--- config.mk ---
export PLATFORM = sky130hd
export DESIGN_NAME = composite_video_sample_gen
export DESIGN_NICKNAME = d
export VERILOG_FILES = /design/src/rtl/cvsg_pkg.sv /design/src/rtl/composite_video_sample_gen.sv /design/src/rtl/cvsg_front.sv /design/src/rtl/cvsg_queue.sv /design/src/rtl/cvsg_back.sv
export SDC_FILE = /design/constraint.sdc
export NUM_CORES = 2
export LEC_CHECK = 0
export BUFFER_PORTS_ARGS = -buffer_cell sky130_fd_sc_hd__buf_2
export CAP_MARGIN = 20
export CORE_UTILIZATION = 35
export CTS_CLUSTER_SIZE = 10
export DETAILED_ROUTE_END_ITERATION = 8
export SLEW_MARGIN = 40
export SYNTH_ARGS = -nofsm -noshare
export SYNTH_HDL_FRONTEND = slang
export SYNTH_SLANG_ARGS = --single-unit
--- constraint.sdc ---
create_clock -name clk -period 9.5 [get_ports clk]
set_input_delay 0 -clock clk [delete_from_list [all_inputs] [get_ports clk]]
set_output_delay 0 -clock clk [all_outputs]
set_load 0.02 [all_outputs]
--- src/rtl/cvsg_pkg.sv ---
// ----------------------------------------------------------------------------
// cvsg_pkg: shared types and constants of the composite video sample generator
// Timing landmarks of the line and frame, item and result records, and the
// constants of the fixed-point color conversion lanes.
// ----------------------------------------------------------------------------
package cvsg_pkg;

	// Frame geometry
	localparam logic [9:0] SAMPLES_PER_LINE = 10'd635;
	localparam logic [8:0] FRAME_LINES      = 9'd262;
	localparam logic [8:0] ACTIVE_LINES     = 9'd242;
	localparam logic [9:0] ACTIVE_WIDTH     = 10'd526;

	// Line landmarks
	localparam logic [8:0] PIC_LINES = 9'd242;
	localparam logic [8:0] EQ_A_END  = 9'd245;
	localparam logic [8:0] VS_END    = 9'd248;
	localparam logic [8:0] EQ_B_END  = 9'd251;

	// Sample landmarks
	localparam logic [9:0] HSYNC_END     = 10'd47;
	localparam logic [9:0] BLANK_END     = 10'd94;
	localparam logic [9:0] BURST_START   = 10'd53;
	localparam logic [9:0] BURST_END     = 10'd78;
	localparam logic [9:0] TAIL_START    = 10'd620;
	localparam logic [9:0] EQ_PULSE      = 10'd25;
	localparam logic [9:0] EQ_SECOND     = 10'd317;
	localparam logic [9:0] EQ_SECOND_END = 10'd342;
	localparam logic [9:0] VS_FIRST_END  = 10'd272;
	localparam logic [9:0] VS_SECOND_END = 10'd590;

	// Levels
	localparam logic [14:0] PEDESTAL    = 15'd9830;
	localparam logic [14:0] BLANK_RESET = 15'd9830;
	localparam logic [15:0] BURST_RESET = 16'hD99A;

	// Register map (index = paddr[2])
	localparam logic REG_BLANK = 1'b0;
	localparam logic REG_BURST = 1'b1;

	// Queue sizes
	localparam int MID_DEPTH = 2;
	localparam int MID_PTR_W = 1;
	localparam int MID_CNT_W = 2;
	localparam int OUT_DEPTH = 8;
	localparam int OUT_PTR_W = 3;
	localparam int OUT_CNT_W = 4;

	// Conversion lanes: q = floor((a * MUL + HALF) / DEN), a is a magnitude
	localparam int LANES       = 3;
	localparam int LANE_Y      = 0;
	localparam int LANE_U      = 1;
	localparam int LANE_V      = 2;
	localparam int A_W         = 18;
	localparam int NUM_W       = 37;
	localparam int Q_W         = 15;
	localparam int RECIP_SHIFT = 24;
	localparam int RECIP_W     = 21;
	localparam int PROD_W      = A_W + RECIP_W;

	localparam logic [NUM_W-1:0] LANE_MUL [LANES] = '{
		37'd28672, 37'd83968, 37'd449024
	};
	localparam logic [NUM_W-1:0] LANE_DEN [LANES] = '{
		37'd318750, 37'd1328125, 37'd3984375
	};
	localparam logic [NUM_W-1:0] LANE_HALF [LANES] = '{
		37'd159375, 37'd664062, 37'd1992187
	};
	// Reciprocal estimates, low by at most two before the final compare
	localparam logic [RECIP_W-1:0] LANE_RECIP [LANES] = '{
		RECIP_W'((64'd28672 << RECIP_SHIFT) / 64'd318750),
		RECIP_W'((64'd83968 << RECIP_SHIFT) / 64'd1328125),
		RECIP_W'((64'd449024 << RECIP_SHIFT) / 64'd3984375)
	};

	typedef enum logic [1:0] {
		KIND_SYNC,
		KIND_BLANK,
		KIND_BURST,
		KIND_PICTURE
	} kind_t;

	typedef struct packed {
		kind_t       kind;
		logic [7:0]  red;
		logic [7:0]  green;
		logic [7:0]  blue;
		logic [8:0]  line;
		logic [9:0]  sample;
	} item_t;

	typedef struct packed {
		logic [14:0] luma;
		logic [15:0] u;
		logic [15:0] v;
		logic        taken;
		logic [8:0]  line;
		logic [9:0]  sample;
	} result_t;

endpackage

--- src/rtl/composite_video_sample_gen.sv ---
// ----------------------------------------------------------------------------
// composite_video_sample_gen: baseband composite video sample generator
// Steps through a 262-line frame of 635 samples and emits luma, U and V
// levels with sync, blanking, color burst and converted picture pixels.
// ----------------------------------------------------------------------------
// Each pushed transaction is one sample slot: the block sustains one sample
// per clock while full is low. Pixels are consumed only in active picture
// (pixel_taken high); in every other slot the offered pixel is ignored. A
// result passes a queue, the five-stage conversion pipeline and the result
// queue; the input stalls only when the eight-entry result queue, counting
// the samples still in the pipeline, has no room left. The blanking and burst
// levels are written over the APB port at byte addresses 0 and 4, by the user
// only while no sample is in flight; the block itself does not enforce this.
module composite_video_sample_gen (
	input  logic               clk,
	input  logic               arst_n,
	input  logic               push,
	output logic               full,
	input  logic [7:0]         red,
	input  logic [7:0]         green,
	input  logic [7:0]         blue,
	output logic               empty,
	input  logic               pop,
	output logic [14:0]        luma_out,
	output logic signed [15:0] chroma_u_out,
	output logic signed [15:0] chroma_v_out,
	output logic               pixel_taken,
	output logic [8:0]         line_index,
	output logic [9:0]         sample_index,
	input  logic               psel,
	input  logic               penable,
	input  logic               pwrite,
	input  logic [2:0]         paddr,
	input  logic [31:0]        pwdata,
	output logic [31:0]        prdata,
	output logic               pready
);

	logic [14:0]        blank_q;
	logic [15:0]        burst_q;
	logic               enq;
	cvsg_pkg::item_t    enq_item;
	logic               mid_valid;
	logic               mid_take;
	cvsg_pkg::item_t    mid_head;
	cvsg_pkg::result_t  result;

	// Configuration registers
	assign pready = 1'b1;

	always_ff @(posedge clk or negedge arst_n) begin
		if (!arst_n) begin
			blank_q <= cvsg_pkg::BLANK_RESET;
			burst_q <= cvsg_pkg::BURST_RESET;
		end else if (psel && penable && pwrite && pready) begin
			unique case (paddr[2])
				cvsg_pkg::REG_BLANK: blank_q <= pwdata[14:0];
				cvsg_pkg::REG_BURST: burst_q <= pwdata[15:0];
				default:             blank_q <= blank_q;
			endcase
		end
	end

	always_comb begin
		unique case (paddr[2])
			cvsg_pkg::REG_BLANK: prdata = {17'd0, blank_q};
			cvsg_pkg::REG_BURST: prdata = {16'd0, burst_q};
			default:             prdata = '0;
		endcase
	end

	cvsg_front u_front (
		.clk    (clk),
		.arst_n (arst_n),
		.push   (push),
		.q_full (full),
		.red    (red),
		.green  (green),
		.blue   (blue),
		.enq    (enq),
		.item   (enq_item)
	);

	cvsg_queue u_queue (
		.clk      (clk),
		.arst_n   (arst_n),
		.enq      (enq),
		.enq_item (enq_item),
		.full     (full),
		.deq      (mid_take),
		.valid    (mid_valid),
		.head     (mid_head)
	);

	cvsg_back u_back (
		.clk         (clk),
		.arst_n      (arst_n),
		.in_valid    (mid_valid),
		.in_item     (mid_head),
		.in_take     (mid_take),
		.blank_level (blank_q),
		.burst_level (burst_q),
		.pop         (pop),
		.empty       (empty),
		.result      (result)
	);

	// Drive result ports from the queue head
	assign luma_out     = result.luma;
	assign chroma_u_out = result.u;
	assign chroma_v_out = result.v;
	assign pixel_taken  = result.taken;
	assign line_index   = result.line;
	assign sample_index = result.sample;

	// A consumed pixel lies inside the picture area
	a_taken_in_picture: assert property (@(posedge clk) disable iff (!arst_n)
		(!empty && pixel_taken) |->
			(line_index < cvsg_pkg::ACTIVE_LINES && sample_index >= cvsg_pkg::BLANK_END &&
			 sample_index < cvsg_pkg::TAIL_START))
		else $error("pixel taken outside active picture");

	// V chroma is only ever produced from a picture pixel
	a_v_only_picture: assert property (@(posedge clk) disable iff (!arst_n)
		(!empty && chroma_v_out != 16'sd0) |-> pixel_taken)
		else $error("V chroma outside active picture");

	// Positions stay within the frame
	a_position_range: assert property (@(posedge clk) disable iff (!arst_n)
		!empty |-> (line_index < cvsg_pkg::FRAME_LINES &&
		            sample_index < cvsg_pkg::SAMPLES_PER_LINE))
		else $error("sample position outside frame");

	// An empty result queue with nothing leaving the pipeline stays empty
	a_no_phantom: assert property (@(posedge clk) disable iff (!arst_n)
		(empty && !u_back.v_s5) |=> empty)
		else $error("result appeared without a transaction");

endmodule

--- src/rtl/cvsg_front.sv ---
// ----------------------------------------------------------------------------
// cvsg_front: sample position counters and region classifier
// Accepts one pixel transaction per sample, tags it with its line, sample and
// region kind, and advances the position.
// ----------------------------------------------------------------------------
module cvsg_front (
	input  logic               clk,
	input  logic               arst_n,
	input  logic               push,
	input  logic               q_full,
	input  logic [7:0]         red,
	input  logic [7:0]         green,
	input  logic [7:0]         blue,
	output logic               enq,
	output cvsg_pkg::item_t    item
);

	logic [9:0]      sample_q;
	logic [8:0]      line_q;
	cvsg_pkg::kind_t kind;

	assign enq = push && !q_full;

	// Classify the current position
	always_comb begin
		kind = cvsg_pkg::KIND_BLANK;
		if (line_q < cvsg_pkg::PIC_LINES) begin
			if (sample_q < cvsg_pkg::HSYNC_END) begin
				kind = cvsg_pkg::KIND_SYNC;
			end else if (sample_q < cvsg_pkg::BLANK_END || sample_q >= cvsg_pkg::TAIL_START) begin
				if (sample_q >= cvsg_pkg::BURST_START && sample_q < cvsg_pkg::BURST_END) begin
					kind = cvsg_pkg::KIND_BURST;
				end
			end else if (line_q < cvsg_pkg::ACTIVE_LINES &&
					sample_q < cvsg_pkg::BLANK_END + cvsg_pkg::ACTIVE_WIDTH) begin
				kind = cvsg_pkg::KIND_PICTURE;
			end
		end else if (line_q < cvsg_pkg::EQ_A_END ||
				(line_q >= cvsg_pkg::VS_END && line_q < cvsg_pkg::EQ_B_END)) begin
			if (sample_q < cvsg_pkg::EQ_PULSE ||
					(sample_q >= cvsg_pkg::EQ_SECOND && sample_q < cvsg_pkg::EQ_SECOND_END)) begin
				kind = cvsg_pkg::KIND_SYNC;
			end
		end else if (line_q < cvsg_pkg::VS_END) begin
			if (sample_q < cvsg_pkg::VS_FIRST_END ||
					(sample_q >= cvsg_pkg::EQ_SECOND && sample_q < cvsg_pkg::VS_SECOND_END)) begin
				kind = cvsg_pkg::KIND_SYNC;
			end
		end else begin
			if (sample_q < cvsg_pkg::HSYNC_END) begin
				kind = cvsg_pkg::KIND_SYNC;
			end
		end
	end

	// Build the tagged item
	always_comb begin
		item.kind   = kind;
		item.red    = red;
		item.green  = green;
		item.blue   = blue;
		item.line   = line_q;
		item.sample = sample_q;
	end

	// Advance the position on each accepted transaction
	always_ff @(posedge clk or negedge arst_n) begin
		if (!arst_n) begin
			sample_q <= '0;
			line_q   <= '0;
		end else if (enq) begin
			if (sample_q >= cvsg_pkg::SAMPLES_PER_LINE - 10'd1) begin
				sample_q <= '0;
				if (line_q >= cvsg_pkg::FRAME_LINES - 9'd1) begin
					line_q <= '0;
				end else begin
					line_q <= line_q + 9'd1;
				end
			end else begin
				sample_q <= sample_q + 10'd1;
			end
		end
	end

endmodule

--- src/rtl/cvsg_queue.sv ---
// ----------------------------------------------------------------------------
// cvsg_queue: short queue between classifier and arithmetic
// Holds tagged items so that the front and the back stall independently.
// ----------------------------------------------------------------------------
module cvsg_queue (
	input  logic               clk,
	input  logic               arst_n,
	input  logic               enq,
	input  cvsg_pkg::item_t    enq_item,
	output logic               full,
	input  logic               deq,
	output logic               valid,
	output cvsg_pkg::item_t    head
);

	cvsg_pkg::item_t                 mem_q [cvsg_pkg::MID_DEPTH];
	logic [cvsg_pkg::MID_PTR_W-1:0]  wr_ptr_q;
	logic [cvsg_pkg::MID_PTR_W-1:0]  rd_ptr_q;
	logic [cvsg_pkg::MID_CNT_W-1:0]  count_q;

	assign full  = (count_q == cvsg_pkg::MID_CNT_W'(cvsg_pkg::MID_DEPTH));
	assign valid = (count_q != '0);
	assign head  = mem_q[rd_ptr_q];

	// Store incoming items
	always_ff @(posedge clk) begin
		if (enq) begin
			mem_q[wr_ptr_q] <= enq_item;
		end
	end

	// Track pointers and fill
	always_ff @(posedge clk or negedge arst_n) begin
		if (!arst_n) begin
			wr_ptr_q <= '0;
			rd_ptr_q <= '0;
			count_q  <= '0;
		end else begin
			if (enq) begin
				wr_ptr_q <= wr_ptr_q + 1'b1;
			end
			if (deq) begin
				rd_ptr_q <= rd_ptr_q + 1'b1;
			end
			case ({enq, deq})
				2'b10:   count_q <= count_q + 1'b1;
				2'b01:   count_q <= count_q - 1'b1;
				default: count_q <= count_q;
			endcase
		end
	end

endmodule

--- src/rtl/cvsg_back.sv ---
// ----------------------------------------------------------------------------
// cvsg_back: level generation and color conversion
// Five-stage pipeline that turns tagged items into luma and chroma levels,
// with an eight-entry result queue; items enter only when the queue has room
// for everything in flight.
// ----------------------------------------------------------------------------
module cvsg_back (
	input  logic                   clk,
	input  logic                   arst_n,
	input  logic                   in_valid,
	input  cvsg_pkg::item_t        in_item,
	output logic                   in_take,
	input  logic [14:0]            blank_level,
	input  logic [15:0]            burst_level,
	input  logic                   pop,
	output logic                   empty,
	output cvsg_pkg::result_t      result
);

	typedef struct packed {
		cvsg_pkg::kind_t kind;
		logic [8:0]      line;
		logic [9:0]      sample;
	} meta_t;

	logic v_s1, v_s2, v_s3, v_s4, v_s5;
	meta_t meta_s1, meta_s2, meta_s3, meta_s4, meta_s5;

	logic [cvsg_pkg::A_W-1:0] ys_s1;
	logic [cvsg_pkg::A_W-1:0] rk_s1;
	logic [cvsg_pkg::A_W-1:0] bk_s1;

	logic [cvsg_pkg::A_W-1:0]   a_s2   [cvsg_pkg::LANES];
	logic [cvsg_pkg::LANES-1:0] neg_s2, neg_s3, neg_s4, neg_s5;
	logic [cvsg_pkg::NUM_W-1:0] num_s3 [cvsg_pkg::LANES];
	logic [cvsg_pkg::Q_W-1:0]   q0_s3  [cvsg_pkg::LANES];
	logic [cvsg_pkg::NUM_W-1:0] num_s4 [cvsg_pkg::LANES];
	logic [cvsg_pkg::NUM_W-1:0] qd_s4  [cvsg_pkg::LANES];
	logic [cvsg_pkg::Q_W-1:0]   q0_s4  [cvsg_pkg::LANES];
	logic [cvsg_pkg::Q_W-1:0]   q_s5   [cvsg_pkg::LANES];

	logic [cvsg_pkg::A_W-1:0] ys;
	logic [cvsg_pkg::A_W:0]   diff_u;
	logic [cvsg_pkg::A_W:0]   diff_v;
	logic [cvsg_pkg::A_W-1:0] a_next   [cvsg_pkg::LANES];
	logic [cvsg_pkg::LANES-1:0] neg_next;
	logic [cvsg_pkg::Q_W:0]   luma_sum;

	cvsg_pkg::result_t                res_s5;
	cvsg_pkg::result_t                mem_q [cvsg_pkg::OUT_DEPTH];
	logic [cvsg_pkg::OUT_PTR_W-1:0]   wr_ptr_q;
	logic [cvsg_pkg::OUT_PTR_W-1:0]   rd_ptr_q;
	logic [cvsg_pkg::OUT_CNT_W-1:0]   count_q;
	logic [2:0]                       inflight;
	logic                             do_pop;

	// Admit an item only when the result queue can absorb all in flight
	assign inflight = 3'(v_s1) + 3'(v_s2) + 3'(v_s3) + 3'(v_s4) + 3'(v_s5);
	assign in_take  = in_valid &&
		((count_q + cvsg_pkg::OUT_CNT_W'(inflight)) < cvsg_pkg::OUT_CNT_W'(cvsg_pkg::OUT_DEPTH));

	// Stage 1: weighted luma sum and scaled color components
	assign ys = cvsg_pkg::A_W'(in_item.red)   * 18'd299 +
	            cvsg_pkg::A_W'(in_item.green) * 18'd587 +
	            cvsg_pkg::A_W'(in_item.blue)  * 18'd114;

	always_ff @(posedge clk) begin
		meta_s1 <= '{kind: in_item.kind, line: in_item.line, sample: in_item.sample};
		ys_s1   <= ys;
		rk_s1   <= cvsg_pkg::A_W'(in_item.red)  * 18'd1000;
		bk_s1   <= cvsg_pkg::A_W'(in_item.blue) * 18'd1000;
	end

	// Stage 2: color differences as sign and magnitude
	assign diff_u = {1'b0, bk_s1} - {1'b0, ys_s1};
	assign diff_v = {1'b0, rk_s1} - {1'b0, ys_s1};

	always_comb begin
		a_next[cvsg_pkg::LANE_Y]   = ys_s1;
		neg_next[cvsg_pkg::LANE_Y] = 1'b0;
		neg_next[cvsg_pkg::LANE_U] = diff_u[cvsg_pkg::A_W];
		neg_next[cvsg_pkg::LANE_V] = diff_v[cvsg_pkg::A_W];
		a_next[cvsg_pkg::LANE_U]   = diff_u[cvsg_pkg::A_W] ?
			cvsg_pkg::A_W'(-diff_u) : diff_u[cvsg_pkg::A_W-1:0];
		a_next[cvsg_pkg::LANE_V]   = diff_v[cvsg_pkg::A_W] ?
			cvsg_pkg::A_W'(-diff_v) : diff_v[cvsg_pkg::A_W-1:0];
	end

	always_ff @(posedge clk) begin
		meta_s2 <= meta_s1;
		neg_s2  <= neg_next;
		a_s2    <= a_next;
		meta_s3 <= meta_s2;
		neg_s3  <= neg_s2;
		meta_s4 <= meta_s3;
		neg_s4  <= neg_s3;
		meta_s5 <= meta_s4;
		neg_s5  <= neg_s4;
	end

	// Stages 3 to 5: rounded scaling per lane by reciprocal and correction
	for (genvar i = 0; i < cvsg_pkg::LANES; i++) begin : g_lane
		logic [cvsg_pkg::PROD_W-1:0] est;
		logic [cvsg_pkg::NUM_W-1:0]  rem;

		assign est = cvsg_pkg::PROD_W'(a_s2[i]) * cvsg_pkg::PROD_W'(cvsg_pkg::LANE_RECIP[i]);
		assign rem = num_s4[i] - qd_s4[i];

		always_ff @(posedge clk) begin
			num_s3[i] <= cvsg_pkg::NUM_W'(a_s2[i]) * cvsg_pkg::LANE_MUL[i] +
			             cvsg_pkg::LANE_HALF[i];
			q0_s3[i]  <= est[cvsg_pkg::RECIP_SHIFT +: cvsg_pkg::Q_W];
			num_s4[i] <= num_s3[i];
			q0_s4[i]  <= q0_s3[i];
			qd_s4[i]  <= cvsg_pkg::NUM_W'(q0_s3[i]) * cvsg_pkg::LANE_DEN[i];
			q_s5[i]   <= q0_s4[i] +
			             cvsg_pkg::Q_W'(rem >= cvsg_pkg::LANE_DEN[i]) +
			             cvsg_pkg::Q_W'(rem >= (cvsg_pkg::LANE_DEN[i] << 1));
		end
	end

	// Advance valid bits
	always_ff @(posedge clk or negedge arst_n) begin
		if (!arst_n) begin
			v_s1 <= 1'b0;
			v_s2 <= 1'b0;
			v_s3 <= 1'b0;
			v_s4 <= 1'b0;
			v_s5 <= 1'b0;
		end else begin
			v_s1 <= in_take;
			v_s2 <= v_s1;
			v_s3 <= v_s2;
			v_s4 <= v_s3;
			v_s5 <= v_s4;
		end
	end

	// Add the pedestal to the picture luma, clip at full scale
	assign luma_sum = {1'b0, q_s5[cvsg_pkg::LANE_Y]} + {1'b0, cvsg_pkg::PEDESTAL};

	// Select the levels for the region
	always_comb begin
		res_s5.line   = meta_s5.line;
		res_s5.sample = meta_s5.sample;
		res_s5.taken  = (meta_s5.kind == cvsg_pkg::KIND_PICTURE);
		res_s5.u      = '0;
		res_s5.v      = '0;
		unique case (meta_s5.kind)
			cvsg_pkg::KIND_SYNC: begin
				res_s5.luma = '0;
			end
			cvsg_pkg::KIND_BLANK: begin
				res_s5.luma = blank_level;
			end
			cvsg_pkg::KIND_BURST: begin
				res_s5.luma = blank_level;
				res_s5.u    = burst_level;
			end
			cvsg_pkg::KIND_PICTURE: begin
				res_s5.luma = luma_sum[cvsg_pkg::Q_W] ? '1 : luma_sum[cvsg_pkg::Q_W-1:0];
				res_s5.u    = neg_s5[cvsg_pkg::LANE_U] ?
					-{1'b0, q_s5[cvsg_pkg::LANE_U]} : {1'b0, q_s5[cvsg_pkg::LANE_U]};
				res_s5.v    = neg_s5[cvsg_pkg::LANE_V] ?
					-{1'b0, q_s5[cvsg_pkg::LANE_V]} : {1'b0, q_s5[cvsg_pkg::LANE_V]};
			end
			default: begin
				res_s5.luma = '0;
			end
		endcase
	end

	// Result queue
	assign empty  = (count_q == '0);
	assign result = mem_q[rd_ptr_q];
	assign do_pop = pop && !empty;

	always_ff @(posedge clk) begin
		if (v_s5) begin
			mem_q[wr_ptr_q] <= res_s5;
		end
	end

	always_ff @(posedge clk or negedge arst_n) begin
		if (!arst_n) begin
			wr_ptr_q <= '0;
			rd_ptr_q <= '0;
			count_q  <= '0;
		end else begin
			if (v_s5) begin
				wr_ptr_q <= wr_ptr_q + 1'b1;
			end
			if (do_pop) begin
				rd_ptr_q <= rd_ptr_q + 1'b1;
			end
			case ({v_s5, do_pop})
				2'b10:   count_q <= count_q + 1'b1;
				2'b01:   count_q <= count_q - 1'b1;
				default: count_q <= count_q;
			endcase
		end
	end

endmodule

==> results.md <==
Run status:
- The run finished with clean final reports.

CTS:
- The tree is rooted in a sky130_fd_sc_hd__clkbuf_16.
- The clock tree buffer depth is 4.
- The post-CTS resize count is 0.
- The number of clock sinks seen by CTS is 1291.
- The total number of H-tree levels is 4.
- The later-pin clock latency in the skew report is 0.82 ns.
- The TritonCTS clock tree is built.
- After clock tree synthesis, the clock-pin slew on the worst setup and hold paths is roughly 0.06 ns.
- TritonCTS created 165 clock buffers.

STA:
- The maximum clock skew at final layout is between 0.08 and 0.09 ns.
- The setup slack of the critical path after layout is 2.163 ns.
- Setup repair after global routing left no endpoint under its margin.
- The total negative slack is 0 ns.
- The tightest hold path in the finished design has a slack of 0.1708 ns.
- The minimum clock period is 7.337 ns.
- The period utilization is 77.24%.
- Headroom to the max-slew limit came out at around two fifths.
- Setup violations remaining at the end of the flow were counted as 0.
- For the pin with the worst max-slew slack, the measured transition is 0.9129 ns.
- The achievable frequency is 0.1363 GHz.
- The hold violation total from the final report came to 0.
- The number of max-slew violations in the final report is 0.

Setup path:
- The category of the worst setup path launch point is a flop.
- The worst setup path is of the flop to flop kind.
- STA puts the critical path data arrival time at 8.08 ns.
- The peak fanout along the critical path is 31.
- STA classifies the critical path endpoint as a flop.
- The startpoint of the most critical register-to-register path is u_queue.rd_ptr_q.
- For the worst setup path, the data required time is 10.24 ns.
- The critical path startpoint is u_queue.rd_ptr_q.

Placement:
- Once detailed placement completed, the half-perimeter wirelength came to 162600 um.
- The post-placement worst setup slack is 2.123 ns.
- Input and output buffers added on the ports amount to 132.
- The placement-stage cell area is 99230 um^2.
- The congestion estimate from routability-driven global placement came to between 0.8 and 0.9.

Synthesis:
- The number of warnings issued by yosys is 0.
- Counting distinct cell types in the post-synthesis netlist gives 107.
- In this run, synthesis produced a sequential element count of 1291.
- The mean cell area of the mapped netlist is 11.52 um^2.
- In this run, synthesis inferred 626 flip-flops with an integrated enable.
- The post-synthesis instance area is around 94000 um^2.
- For this run, the leading register cell type out of synthesis is sky130_fd_sc_hd__edfxtp_1.
- In the post-synthesis netlist, the biggest area contributors are sky130_fd_sc_hd__edfxtp_1, sky130_fd_sc_hd__fa_1, sky130_fd_sc_hd__ha_1, sky130_fd_sc_hd__dfxtp_1, sky130_fd_sc_hd__inv_1.
- The fraction of the yosys area taken by sequential cells is approximately 34%.
- sky130_fd_sc_hd__edfxtp_1 takes more of the synthesized area than any other cell.
- The synthesized instance count is 8175.
- Summed over its instances, the top area cell type makes up about a fifth of the synthesized netlist area.
- For this run, asynchronously set or reset flops after synthesis account for 5.345%.

Final layout:
- The share of final-layout standard cells stronger than drive strength 1 is between 8 and 9%.
- The growth of design area from synthesis to finish is 11.63%.
- After routing the design area is 105100 um^2.
- The final net count is 10.69k.

Floorplanning:
- The number of cell rows is 190.
- The die covers 271200 um^2.
- The floorplan step set the die width to 520.8 um.
- Once the floorplan was initialized, standard cells occupied between 30% and 40% of the core.
- The area inside the core boundary is 267700 um^2.
- For this design the top-level I/O count stands at 168.
- The y dimension of the die is 520.8 um.

Route:
- In the detailed route, the total length drawn on met3 is 8557 um.
- Dividing the detail-routed via count by the number of cells gives 4.862.
- The detailed-routed wire length on met2 is 97390 um.
- The count of nets left with antenna violations once routing finished came out at 0.
- The number of vias after detailed routing is 59.14k.
- The detailed router used layers up to and including met4.
- The routed design has approximately 210000 um of wire.
- After the first detailed-routing iteration, the DRC count stood at around 3.4k.
- Before antenna repair, the detailed router went through 5 iterations.
- For this run, design rule violations remaining after detail routing come to 0.
- In the final routed layout, each cell accounts on average for 17.42 um.
- The routed metal-1 wirelength is around 100000 um.

Worst hold path:
- The path class of the tightest hold or removal check is primary input to flop.
- The hold path startpoint is pop.

Global routing:
- The via count of the first global-routing pass is 62.32k.
- The initial antenna violation count was 6.
- The first-pass GRT wire length is 341300 um.
- For this run the aggregate overflow at the end of global routing stands at 0.
- Entering global routing, the biggest net connects 75 pins.
- Across every metal layer, demand over resource in global routing totals 15.76%.

Flow run:
- Max-cap violations in this run came to 0.
## timing repair
action	4_1_cts	5_1_grt
hold endpoints to repair	160	0
buffers inserted	0	0
setup endpoints to repair	0	0
hold buffers	92	0
## cells in the mapped netlist (all sizes together) (16+ instances only)
| master | number |
|---|---|
| a31oi | 37 |
| and2 | 42 |
| nand2b | 63 |
| nand3 | 113 |
| mux2 | 148 |
| fa | 830 |
| o31ai | 35 |
| o2111ai | 16 |
| buf | 37 |
| nand4 | 47 |
| mux4 | 134 |
| dfstp | 16 |
| or3 | 34 |
| nor3 | 90 |
| inv | 1544 |
| o21ai | 216 |
| o211ai | 45 |
| nand2 | 283 |
| nor2 | 291 |
| nor2b | 37 |
| clkbuf | 87 |
| and3 | 42 |
| a21o | 114 |
| edfxtp | 626 |
| a21oi | 326 |
| ha | 1305 |
| o21a | 59 |
| o21bai | 45 |
| nor4 | 22 |
| dfxtp | 596 |
| a31o | 16 |
| mux2i | 29 |
| dfrtp | 53 |
| or2 | 21 |
| xnor2 | 324 |
| xor2 | 164 |
| a211oi | 39 |
## metrics by stage
stage	std cells	util (%)
final	12164	39.28
after global routing	12162	39.28
after CTS	12159	39.25
after detailed placement	11781	37.07
after global placement	11774	37.01
after floorplan	8190	-
## sequential cells by signal (all words and copies together) (netlist names), 16 cells and up
name	cells
burst_q	16
u_back.a_s2	52
u_back.mem_q	536
u_back.meta_s1	21
u_back.meta_s2	21
u_back.meta_s3	21
u_back.meta_s4	21
u_back.meta_s5	21
u_back.num_s3	73
u_back.num_s4	73
u_back.q0_s3	45
u_back.q0_s4	45
u_back.q_s5	45
u_back.qd_s4	102
u_back.ys_s1	18
u_queue.mem_q	90
## layout make-up
class / count / area [um^2]
well taps: 3552 / 4444
clock inverters: 23 / 297.8
multi-input cells: 5231 / 55520
diodes: 3 / 7.507
repair buffers: 257 / 1963
flip-flops and latches: 1291 / 32490
inverters: 1544 / 5796
clock buffers: 263 / 4628
fillers: 25530 / 162500
## cell families after synthesis
| kind of cell | synth area share (%) |
|---|---|
| and+or+nand+nor | 6.084 |
| buffers and inverters | 6.731 |
| muxes | 5.282 |
| adders and majority gates | 34.98 |
| xor gates and xnor gates | 4.538 |
| DFF | 34.48 |
| AOI/OAI and AO/OA | 7.904 |
| other | 0.007973 |
## critical path, stage by stage (launching register included)
cell                        delay [ns]
sky130_fd_sc_hd__dfrtp_4          0.85
sky130_fd_sc_hd__buf_4            0.38
sky130_fd_sc_hd__mux2i_1          0.55
sky130_fd_sc_hd__inv_1            0.39
sky130_fd_sc_hd__ha_1             0.42
sky130_fd_sc_hd__ha_1             0.29
sky130_fd_sc_hd__inv_1            0.05
sky130_fd_sc_hd__fa_1             0.49
sky130_fd_sc_hd__inv_1            0.05
sky130_fd_sc_hd__fa_1             0.47
sky130_fd_sc_hd__fa_1             0.54
sky130_fd_sc_hd__fa_1             0.49
sky130_fd_sc_hd__ha_1             0.35
sky130_fd_sc_hd__inv_1            0.06
sky130_fd_sc_hd__o21bai_1         0.07
sky130_fd_sc_hd__a21oi_1          0.25
sky130_fd_sc_hd__o21bai_1         0.13
sky130_fd_sc_hd__a41o_1           0.27
sky130_fd_sc_hd__o41ai_1          0.57
sky130_fd_sc_hd__o2111ai_1        0.21
sky130_fd_sc_hd__a21oi_1          0.20
sky130_fd_sc_hd__xnor2_1          0.13
## worst paths after layout
| path | slack, ns | cells after the start | end |
|---|---|---|---|
| min | 0.17 | 5 | u_back.rd_ptr_q[1] |
| max in group asynchronous | 8.47 | 4 | u_queue.rd_ptr_q |
| min reg2reg | 0.26 | 0 | u_back.num_s4[0][86] |
| min in group asynchronous | 0.41 | 4 | burst_q[5] |
| max reg2reg | 2.16 | 21 | u_back.ys_s1[17] |
| max | 2.16 | 21 | u_back.ys_s1[17] |
## per-layer routing
metal / track usage [%] / vias up
met5: 0 / -
met3: 1.869 / 291
met1: 22.01 / 29301
met4: 4.030 / 0
met2: 25.86 / 1152
li1: - / 28400
## cell usage in the layout (no fill, tap or decap), types with 29 or more instances in the layout
cell                            instances
sky130_fd_sc_hd__a211oi_1              36
sky130_fd_sc_hd__a21o_1               114
sky130_fd_sc_hd__a21oi_1              323
sky130_fd_sc_hd__a31oi_1               36
sky130_fd_sc_hd__and2_1                42
sky130_fd_sc_hd__and3_1                42
sky130_fd_sc_hd__buf_2                132
sky130_fd_sc_hd__clkbuf_1              86
sky130_fd_sc_hd__clkbuf_16            167
sky130_fd_sc_hd__dfrtp_1               49
sky130_fd_sc_hd__dfxtp_1              595
sky130_fd_sc_hd__dlygate4sd3_1         92
sky130_fd_sc_hd__edfxtp_1             626
sky130_fd_sc_hd__fa_1                 830
sky130_fd_sc_hd__ha_1                1304
sky130_fd_sc_hd__inv_1               1544
sky130_fd_sc_hd__mux2_2               148
sky130_fd_sc_hd__mux2i_1               29
sky130_fd_sc_hd__mux4_2               134
sky130_fd_sc_hd__nand2_1              283
sky130_fd_sc_hd__nand2b_1              62
sky130_fd_sc_hd__nand3_1              113
sky130_fd_sc_hd__nand4_1               47
sky130_fd_sc_hd__nor2_1               282
sky130_fd_sc_hd__nor2b_1               35
sky130_fd_sc_hd__nor3_1                86
sky130_fd_sc_hd__o211ai_1              44
sky130_fd_sc_hd__o21a_1                58
sky130_fd_sc_hd__o21ai_0              205
sky130_fd_sc_hd__o21bai_1              43
sky130_fd_sc_hd__o31ai_1               34
sky130_fd_sc_hd__or3_1                 34
sky130_fd_sc_hd__xnor2_1              324
sky130_fd_sc_hd__xor2_1               164
Power is left out: the tool's default activity adds up to more than one toggle a clock period on the data nets, which glitch-free logic cannot reach.
